## config.mk

```make
export PLATFORM = sky130hd
export DESIGN_NAME = stopwatch_timer_bank
export DESIGN_NICKNAME = d
export VERILOG_FILES = /design/src/hw/rtl/stw_pkg.sv /design/src/hw/rtl/stw_ram.sv /design/src/hw/rtl/stw_div.sv /design/src/hw/rtl/stopwatch_timer_bank.sv
export SDC_FILE = /design/constraint.sdc
export NUM_CORES = 2
export LEC_CHECK = 0
export BUFFER_PORTS_ARGS = -buffer_cell sky130_fd_sc_hd__buf_4
export CORE_MARGIN = 1
export CORE_UTILIZATION = 46
export DETAILED_ROUTE_END_ITERATION = 8
export PLACE_DENSITY = 0.71
export SLEW_MARGIN = 10
export SYNTH_ARGS = -nofsm -noshare
export SYNTH_HDL_FRONTEND = slang
export SYNTH_SLANG_ARGS = --single-unit
export TNS_END_PERCENT = 10
```

## constraint.sdc

```tcl
create_clock -name clk -period 22 [get_ports clk]
set_input_delay 2.2 -clock clk [delete_from_list [all_inputs] [get_ports clk]]
set_output_delay 2.2 -clock clk [all_outputs]
set_load 0.01 [all_outputs]
```

## src/hw/rtl/stw_pkg.sv

```systemverilog
`timescale 1ns / 1ps
// ============================================================================
// stw_pkg
// Shared types, codes and constants of the stopwatch timer bank.
// ============================================================================
package stw_pkg;

	localparam int TIMER_COUNT_DEF = 4;

	localparam int US_W    = 48;
	localparam int TICKS_W = 42;

	// Action codes.
	localparam logic [2:0] ACT_RESET   = 3'd0;
	localparam logic [2:0] ACT_START   = 3'd1;
	localparam logic [2:0] ACT_RESTART = 3'd2;
	localparam logic [2:0] ACT_STOP    = 3'd3;
	localparam logic [2:0] ACT_READ    = 3'd4;

	// Status codes.
	localparam logic [1:0] ST_DONE    = 2'd0;
	localparam logic [1:0] ST_BAD_IDX = 2'd1;
	localparam logic [1:0] ST_IGNORED = 2'd2;

	// Divider geometry: long division in 16-bit digits, remainder below 15625.
	localparam int DIV_NUM_W   = 64;
	localparam int DIV_DIGIT_W = 16;
	localparam int DIV_DIGITS  = DIV_NUM_W / DIV_DIGIT_W;
	localparam int DIV_REM_W   = 14;

	// ticks = us * hz / 1e6 reduces to us * 2^shift / 15625.
	localparam logic [DIV_REM_W-1:0] DIVISOR = 14'd15625;
	localparam int FAST_SHIFT = 7;
	localparam int SLOW_SHIFT = 3;

	// Reciprocal of the divisor, ceil(2^44 / 15625). It gives the exact digit
	// quotient for every partial dividend below 2^30.
	localparam int               DIV_RECIP_W     = 31;
	localparam int               DIV_RECIP_SHIFT = 44;
	localparam logic [30:0]      DIV_RECIP       = 31'd1125899907;

	typedef struct packed {
		logic [2:0]      action;
		logic [2:0]      timer_index;
		logic [US_W-1:0] now_us;
	} req_t;

	typedef struct packed {
		logic [TICKS_W-1:0] ticks;
		logic [1:0]         status;
	} rsp_t;

	typedef struct packed {
		logic            running;
		logic [US_W-1:0] start_us;
		logic [US_W-1:0] acc_us;
	} entry_t;

	localparam int ENTRY_W = $bits(entry_t);

	typedef struct packed {
		logic busy;
		logic done;
	} div_stat_t;

endpackage

```

## src/hw/rtl/stw_ram.sv

```systemverilog
`timescale 1ns / 1ps
// ============================================================================
// stw_ram
// Generic single-write, single-read RAM with a registered read port.
// ============================================================================
module stw_ram #(
	parameter int WIDTH = 8,
	parameter int DEPTH = 4,
	localparam int AW = (DEPTH > 1) ? $clog2(DEPTH) : 1
) (
	input  logic             clk,
	input  logic             we,
	input  logic [AW-1:0]    waddr,
	input  logic [WIDTH-1:0] wdata,
	input  logic             re,
	input  logic [AW-1:0]    raddr,
	output logic [WIDTH-1:0] rdata
);

	logic [WIDTH-1:0] mem_q [DEPTH];
	logic [WIDTH-1:0] rdata_q;

	always_ff @(posedge clk) begin
		if (we) begin
			mem_q[waddr] <= wdata;
		end
		if (re) begin
			rdata_q <= mem_q[raddr];
		end
	end

	assign rdata = rdata_q;

endmodule

```

## src/hw/rtl/stw_div.sv

```systemverilog
`timescale 1ns / 1ps
// ============================================================================
// stw_div
// Divider by the constant 15625, one 16-bit quotient digit per multiply and remainder step.
// ============================================================================
module stw_div
	import stw_pkg::*;
(
	input  logic                 clk,
	input  logic                 arst_n,
	input  logic                 start,
	input  logic [DIV_NUM_W-1:0] dividend,
	output div_stat_t            stat,
	output logic [TICKS_W-1:0]   quotient
);

	localparam int CNT_W  = (DIV_DIGITS > 1) ? $clog2(DIV_DIGITS) : 1;
	localparam int CUR_W  = DIV_REM_W + DIV_DIGIT_W;
	localparam int PROD_W = CUR_W + DIV_RECIP_W;

	logic                   busy_q;
	logic                   done_q;
	logic                   phase_q;
	logic [CNT_W-1:0]       cnt_q;
	logic [DIV_NUM_W-1:0]   num_q;
	logic [DIV_REM_W-1:0]   rem_q;
	logic [TICKS_W-1:0]     quo_q;
	logic [CUR_W-1:0]       cur_q;
	logic [DIV_DIGIT_W-1:0] qdig_q;

	logic [CUR_W-1:0]       cur;
	logic [PROD_W-1:0]      prod;
	logic [DIV_DIGIT_W-1:0] qdig;
	logic [CUR_W-1:0]       back;
	logic [CUR_W-1:0]       rem_full;

	// First half of a step: the digit quotient by reciprocal multiplication.
	assign cur  = {rem_q, num_q[DIV_NUM_W-1 -: DIV_DIGIT_W]};
	assign prod = {{DIV_RECIP_W{1'b0}}, cur} * {{CUR_W{1'b0}}, DIV_RECIP};
	assign qdig = prod[DIV_RECIP_SHIFT +: DIV_DIGIT_W];

	// Second half: the remainder that carries into the next digit.
	assign back     = {{DIV_REM_W{1'b0}}, qdig_q} * {{DIV_DIGIT_W{1'b0}}, DIVISOR};
	assign rem_full = cur_q - back;

	always_ff @(posedge clk or negedge arst_n) begin
		if (!arst_n) begin
			busy_q  <= 1'b0;
			done_q  <= 1'b0;
			phase_q <= 1'b0;
			cnt_q   <= '0;
		end else begin
			done_q <= 1'b0;
			if (start) begin
				busy_q  <= 1'b1;
				phase_q <= 1'b0;
				cnt_q   <= '0;
			end else if (busy_q) begin
				phase_q <= !phase_q;
				if (phase_q) begin
					if (cnt_q == CNT_W'(DIV_DIGITS - 1)) begin
						busy_q <= 1'b0;
						done_q <= 1'b1;
					end
					cnt_q <= cnt_q + 1'b1;
				end
			end
		end
	end

	always_ff @(posedge clk) begin
		if (start) begin
			num_q <= dividend;
			rem_q <= '0;
			quo_q <= '0;
		end else if (busy_q) begin
			if (!phase_q) begin
				cur_q  <= cur;
				qdig_q <= qdig;
			end else begin
				num_q <= num_q << DIV_DIGIT_W;
				rem_q <= rem_full[DIV_REM_W-1:0];
				quo_q <= {quo_q[TICKS_W-1-DIV_DIGIT_W:0], qdig_q};
			end
		end
	end

	assign stat.busy = busy_q;
	assign stat.done = done_q;
	assign quotient  = quo_q;

endmodule

```

## src/hw/rtl/stopwatch_timer_bank.sv

```systemverilog
`timescale 1ns / 1ps
// ============================================================================
// stopwatch_timer_bank
// Bank of stopwatch timers kept in a RAM, with tick scaling on read.
// ============================================================================
// Usage:
// Each request on the req channel (valid/ready) carries an action, a timer
// index and a microsecond time sample. Every request yields exactly one
// response on the rsp channel (valid/ready) with ticks and a status code.
// Requests are handled one at a time, and req_ready is high only while the
// block is idle. A request that does not read has its response loaded once
// S_EXEC has registered the entry read from the RAM and the running
// interval and S_UPD has updated the entry and written it back. The next
// request can be taken once the block is back in S_IDLE. A valid read adds
// the constant divider, which produces one 16-bit quotient digit per step,
// and its response is loaded when the divider reports its quotient.
// The response sits in an output register. When the receiver stalls, one
// more request is processed and its finished response is parked until the
// output register frees; req_ready stays low meanwhile. At reset all timers
// read as cleared through per-entry valid bits, so no clearing pass is
// needed, and the slow timer index (slow_q) returns to zero. The
// configuration register is written on any edge with cfg_wr_en.
// ============================================================================
module stopwatch_timer_bank
	import stw_pkg::*;
#(
	parameter int TIMER_COUNT = TIMER_COUNT_DEF
) (
	input  logic       clk,
	input  logic       arst_n,
	input  logic       cfg_wr_en,
	input  logic [1:0] cfg_wr_data,
	input  logic       req_valid,
	output logic       req_ready,
	input  req_t       req,
	output logic       rsp_valid,
	input  logic       rsp_ready,
	output rsp_t       rsp
);

	localparam int IDX_W = (TIMER_COUNT > 1) ? $clog2(TIMER_COUNT) : 1;

	// Sequencer states.
	localparam logic [2:0] S_IDLE = 3'd0;
	localparam logic [2:0] S_EXEC = 3'd1;
	localparam logic [2:0] S_UPD  = 3'd2;
	localparam logic [2:0] S_DIV  = 3'd3;
	localparam logic [2:0] S_HOLD = 3'd4;

	logic [2:0]             state_q;
	logic [2:0]             state_d;
	logic [1:0]             slow_q;
	logic [TIMER_COUNT-1:0] valid_q;
	req_t                   req_q;
	entry_t                 ent_s2;
	logic [US_W-1:0]        int_s2;
	logic                   rsp_valid_q;
	rsp_t                   rsp_q;
	rsp_t                   res_q;

	logic [IDX_W-1:0]       addr;
	logic                   idx_ok;
	logic [ENTRY_W-1:0]     ram_rdata;
	entry_t                 ent_rd;
	logic                   ram_we;
	entry_t                 ram_wdata;
	logic [US_W:0]          sum;
	logic [US_W-1:0]        elapsed;
	logic                   is_slow;
	logic                   div_start;
	logic [DIV_NUM_W-1:0]   dividend;
	div_stat_t              div_stat;
	logic [TICKS_W-1:0]     quotient;
	logic [1:0]             upd_status;
	logic                   upd_is_read;
	logic                   fin;
	rsp_t                   res_d;
	logic                   out_free;

	assign req_ready = (state_q == S_IDLE);
	assign rsp_valid = rsp_valid_q;
	assign rsp       = rsp_q;
	assign out_free  = !rsp_valid_q || rsp_ready;

	assign addr   = req_q.timer_index[IDX_W-1:0];
	assign idx_ok = ({1'b0, req_q.timer_index} < 4'(TIMER_COUNT));

	// The entry RAM is read at acceptance with the incoming index.
	stw_ram #(
		.WIDTH (ENTRY_W),
		.DEPTH (TIMER_COUNT)
	) u_ram (
		.clk   (clk),
		.we    (ram_we),
		.waddr (addr),
		.wdata (ram_wdata),
		.re    (req_valid && req_ready),
		.raddr (req.timer_index[IDX_W-1:0]),
		.rdata (ram_rdata)
	);

	// An entry never written since reset reads as a cleared timer.
	assign ent_rd = valid_q[addr] ? entry_t'(ram_rdata) : '0;

	// Elapsed time with the running interval added and saturated at 48 bits.
	assign sum     = {1'b0, ent_s2.acc_us} + {1'b0, int_s2};
	assign elapsed = !ent_s2.running ? ent_s2.acc_us
	               : (sum[US_W] ? {US_W{1'b1}} : sum[US_W-1:0]);
	assign is_slow = ({1'b0, slow_q} == req_q.timer_index);
	assign dividend = is_slow ? (DIV_NUM_W'(elapsed) << SLOW_SHIFT)
	                          : (DIV_NUM_W'(elapsed) << FAST_SHIFT);

	// Update of the selected entry, evaluated in the write-back cycle.
	always_comb begin
		ram_wdata   = ent_s2;
		ram_we      = 1'b0;
		upd_status  = ST_DONE;
		upd_is_read = 1'b0;
		priority if (req_q.action > ACT_READ) begin
			// Undefined actions leave everything alone and report done.
		end else if (!idx_ok) begin
			upd_status = ST_BAD_IDX;
		end else begin
			unique case (req_q.action)
				ACT_RESET: begin
					ram_wdata = '0;
					ram_we    = 1'b1;
				end
				ACT_START: begin
					if (ent_s2.running) begin
						upd_status = ST_IGNORED;
					end else begin
						ram_wdata.running  = 1'b1;
						ram_wdata.start_us = req_q.now_us;
						ram_we             = 1'b1;
					end
				end
				ACT_RESTART: begin
					ram_wdata.running  = 1'b1;
					ram_wdata.start_us = req_q.now_us;
					ram_wdata.acc_us   = '0;
					ram_we             = 1'b1;
				end
				ACT_STOP: begin
					if (!ent_s2.running) begin
						upd_status = ST_IGNORED;
					end else begin
						ram_wdata.running = 1'b0;
						ram_wdata.acc_us  = elapsed;
						ram_we            = 1'b1;
					end
				end
				ACT_READ: begin
					upd_is_read = 1'b1;
				end
				default: begin
				end
			endcase
		end
		if (state_q != S_UPD) begin
			ram_we      = 1'b0;
			upd_is_read = 1'b0;
		end
	end

	assign div_start = upd_is_read;

	stw_div u_div (
		.clk      (clk),
		.arst_n   (arst_n),
		.start    (div_start),
		.dividend (dividend),
		.stat     (div_stat),
		.quotient (quotient)
	);

	// A response is finished either in the write-back cycle of a request that
	// does not read, or when the divider reports its quotient.
	always_comb begin
		fin          = 1'b0;
		res_d.ticks  = '0;
		res_d.status = upd_status;
		state_d      = state_q;
		unique case (state_q)
			S_IDLE: begin
				if (req_valid) begin
					state_d = S_EXEC;
				end
			end
			S_EXEC: begin
				state_d = S_UPD;
			end
			S_UPD: begin
				if (upd_is_read) begin
					state_d = S_DIV;
				end else begin
					fin     = 1'b1;
					state_d = out_free ? S_IDLE : S_HOLD;
				end
			end
			S_DIV: begin
				if (div_stat.done) begin
					fin          = 1'b1;
					res_d.ticks  = quotient;
					res_d.status = ST_DONE;
					state_d      = out_free ? S_IDLE : S_HOLD;
				end
			end
			S_HOLD: begin
				if (out_free) begin
					state_d = S_IDLE;
				end
			end
			default: begin
				state_d = S_IDLE;
			end
		endcase
	end

	always_ff @(posedge clk or negedge arst_n) begin
		if (!arst_n) begin
			state_q     <= S_IDLE;
			slow_q      <= '0;
			valid_q     <= '0;
			rsp_valid_q <= 1'b0;
		end else begin
			state_q <= state_d;
			if (cfg_wr_en) begin
				slow_q <= cfg_wr_data;
			end
			if (ram_we) begin
				valid_q[addr] <= 1'b1;
			end
			if ((fin || state_q == S_HOLD) && out_free) begin
				rsp_valid_q <= 1'b1;
			end else if (rsp_ready) begin
				rsp_valid_q <= 1'b0;
			end
		end
	end

	always_ff @(posedge clk) begin
		if (req_valid && req_ready) begin
			req_q <= req;
		end
		if (state_q == S_EXEC) begin
			ent_s2 <= ent_rd;
			int_s2 <= req_q.now_us - ent_rd.start_us;
		end
		if (fin) begin
			res_q <= res_d;
		end
		if (fin && out_free) begin
			rsp_q <= res_d;
		end else if (state_q == S_HOLD && out_free) begin
			rsp_q <= res_q;
		end
	end

	// The divider only runs while a read is in flight, never when idle.
	assert property (@(posedge clk) disable iff (!arst_n)
		req_ready |-> !div_stat.busy)
		else $error("divider busy while accepting a request");

	// Write-back happens only in the update cycle and for a valid index.
	assert property (@(posedge clk) disable iff (!arst_n)
		ram_we |-> (state_q == S_UPD && idx_ok))
		else $error("entry RAM written outside the update cycle");

	// A new response appears only after a finishing state.
	assert property (@(posedge clk) disable iff (!arst_n)
		$rose(rsp_valid) |-> ($past(state_q) == S_UPD || $past(state_q) == S_DIV
		                      || $past(state_q) == S_HOLD))
		else $error("response raised without a finished request");

	// An accepted request always goes to the RAM read-data cycle next.
	assert property (@(posedge clk) disable iff (!arst_n)
		(req_valid && req_ready) |=> (state_q == S_EXEC))
		else $error("accepted request did not enter execution");

endmodule

```

==> reports/summary.txt <==
Crit-path max cell delay: 600 ps
Yosys reg bits: 934
IO Pins: 107
Largest net degree at the start of global routing: 146
RSZ-0062 raised after global routing: no
Hpwl dp: 90,170 um
Synth Flop Type: edfxtp_1
Worst Setup End Kind: flip-flop
Post-Synthesis Cells: 4,309
CP Max Fanout: 8
TritonRoute pass-1 iters: 5
Area delta synth->final: 10.46%
Final ANT Viol Nets: 0
Initial cell density of the core: 0.4667
Placed cells: 5,912
Iteration-0 DRC Markers: 2,813
FILL cells: 10,080
Vias in the first global route: 33,750
Vias per inst: 5.513
CTS Hold Buffers Added: 0
DRC: 0
Post-synth ARST share: 0.01606
R2R depth: 25
Most frequent CP cell: fa_1
Layout cells sized above 1: 0.09616
Worst slack, placed: 14,020 ps
CP arrival: 8290 ps
Total gr overflow: 0
Die footprint: 0.1218 sq mm
# resized after CTS: 0
Synthesis Warnings: 0
Max Cap Viol: 0
Register area: 0.02741 sq mm
Crit path required time: 22,440 ps
Die X: 349.0 um
Layout Skew: 76.97 ps
Critical path's slowest cell: fa_1
ANT cells: 0
Net count, final: 5,286
Post-CTS setup repair buffer count: 0
Final hold vios: 0
Met3 routed WL: 6244 um
Worst-Skew Late Latency: 700 ps
Final min period: 7851 ps
Core box area: 0.1187 sq mm
Max H-tree Level: 3
Min-delay worst type: reg2reg
Worst Hold Launch: valid_q[3]
Synthesized area per cell: 12.86 sq um
Final Cell Area: 0.06119 sq mm
PortBufs: 106
Largest cells by area after synthesis: edfxtp_1 47%, fa_1 12%, ha_1 11%
Die Height: 349.0 um
Post-synth EDFFs: 863
Cell Area, Placed: 0.05805 sq mm
Worst-path clk slew: 60 ps
Yosys cell types: 78
Initial antenna violation count: 0
Seq/Total Area, Yosys: 0.4948
Startpoint Class: flip-flop
Relative slew slack: 0.2021
Clock Path Buffers: 3
Met2 wire length: 60,760 um
WL met1: 56,420 um
Total negative slack: 0 ps
Highest routing layer actually used: met4
CTS tree: done
First-pass GRT wire length: 196,700 um
Root Buffer: clkbuf_16
Cell Count, Final, Fillers Out: 6,082
Setup WS post-layout: 14,150 ps
Worst Tran Pin Value: 1180 ps
Post-Syn Area: 0.05540 sq mm
RD Place Congestion: 0.9571
R2R Setup Slk: 14,150 ps
RR Startpoint: u_div.num_q[51]
Drt total wl: 126,300 um
Rows: 126
Post-synth top area share: 0.4678
Worst Setup SP: u_div.num_q[51]
Fin crit share: 0.3568
Synthesized Nets: 5,188
Total number of vias: 33,530
GRT Util Overall: 0.2089
CTS Buf Count: 93
CTS sink cnt: 934
Routed len/inst: 20.77 um
Hold path depth: 1
Final Slew Violations: 0
Fmax: 127.4 MHz
Endpoints failing setup: 0
Status: completed
Area taken by multi-input logic gates: 0.02523 sq mm
Largest area contributor in the netlist: edfxtp_1
Crit path kind: reg2reg
cell families (layout without fill, tap and decap cells):
| kind of cell | after synthesis | after routing | synth area share |
|---|---|---|---|
| xor+xnor | 134 | 134 | 0.02118 |
| compound gates | 799 | 799 | 0.09664 |
| mux | 106 | 106 | 0.04138 |
| buf+inv | 761 | 934 | 0.05208 |
| simple gates | 757 | 757 | 0.06446 |
| flops | 934 | 934 | 0.4948 |
| fa+ha+maj | 818 | 818 | 0.2295 |
metrics by stage:
| stage | hold slack [ps] | utilization |
|---|---|---|
| 2_1_floorplan | 433.7 | - |
| 3_3_place_gp | 450.2 | 0.4890 |
| 3_5_place_dp | 454.8 | 0.4890 |
| 4_1_cts | 468.0 | 0.5155 |
| 5_1_grt | 487.7 | 0.5155 |
| 6_report | 468.7 | 0.5155 |
path summary, 6_finish.rpt:
path	end
setup / recovery	u_div.qdig_q[11]
hold / removal	valid_q[3]
setup reg to reg	u_div.qdig_q[11]
hold reg to reg	valid_q[3]
max in group asynchronous	u_div.busy_q
min in group asynchronous	rsp_valid
critical path, delay by kind of cell (launching register included):
kind	cells	cell delay, ps
flops	1	550
simple gates	1	100
xor+xnor	1	100
compound gates	8	2240
fa+ha+maj	9	4260
buf+inv	6	400
placed cells by master, fill, tap and decap left out, types with 13 or more instances in the layout:
master / n
or2_2: 14
a31oi_1: 29
ha_1: 488
nand2b_1: 18
o21ai_0: 113
nand4_1: 19
nor2_1: 133
clkinv_2: 13
o21bai_1: 19
buf_4: 139
and3_1: 17
xor2_1: 50
mux4_2: 97
o211ai_1: 16
nor3_1: 29
nor2b_1: 19
edfxtp_1: 863
a211oi_1: 15
inv_1: 623
nand3_1: 29
clkbuf_16: 94
dfxtp_1: 56
o21a_1: 21
dfrtp_1: 15
o22ai_1: 16
xnor2_1: 84
nand2_1: 314
fa_1: 330
and2_1: 113
a21oi_1: 241
clkbuf_1: 21
o221ai_1: 13
a21o_1: 90
o31ai_1: 14
a22o_1: 117
metal layers:
metal / track usage / up-vias
met5: 0 / -
met4: 0.05102 / 0
met3: 0.02592 / 167
met2: 0.3448 / 877
met1: 0.2937 / 16920
li1: - / 15570
synth_stat cells (all sizes together), types with 90 or more instances:
cell and n:
and2 117, a22o 117, nor2 135, ha 488, a21o 90, clkbuf 108
inv 623, o21ai 121, a21oi 244, edfxtp 863, fa 330, nand2 318
mux4 98
flip-flops by register name, summed over array words and instances, names as in the netlist, 2 cells and up:
signal,flops
u_ram.rdata,97
valid_q,4
int_s2,48
u_div.qdig_q,16
res_q,44
u_div.rem_q,14
ent_s2,97
addr,2
state_q,3
rsp,44
u_div.quotient,42
req_q,52
u_ram.mem_q,388
slow_q,2
u_div.num_q,61
u_div.cnt_q,2
u_div.cur_q,14
area by class of cell:
| class | instances | share of cell area |
|---|---|---|
| Sequential cell | 934 | 0.4480 |
| Inverter | 623 | 0.03822 |
| Clock inverter | 51 | 0.01067 |
| Tap cell | 1600 | 0.03272 |
| Timing Repair Buffer | 141 | 0.01756 |
| Multi-Input combinational cell | 2614 | 0.4123 |
| Clock buffer | 119 | 0.04063 |
Power is left out: the tool's default activity adds up to more than one toggle a clock period on the data nets, which glitch-free logic cannot reach.
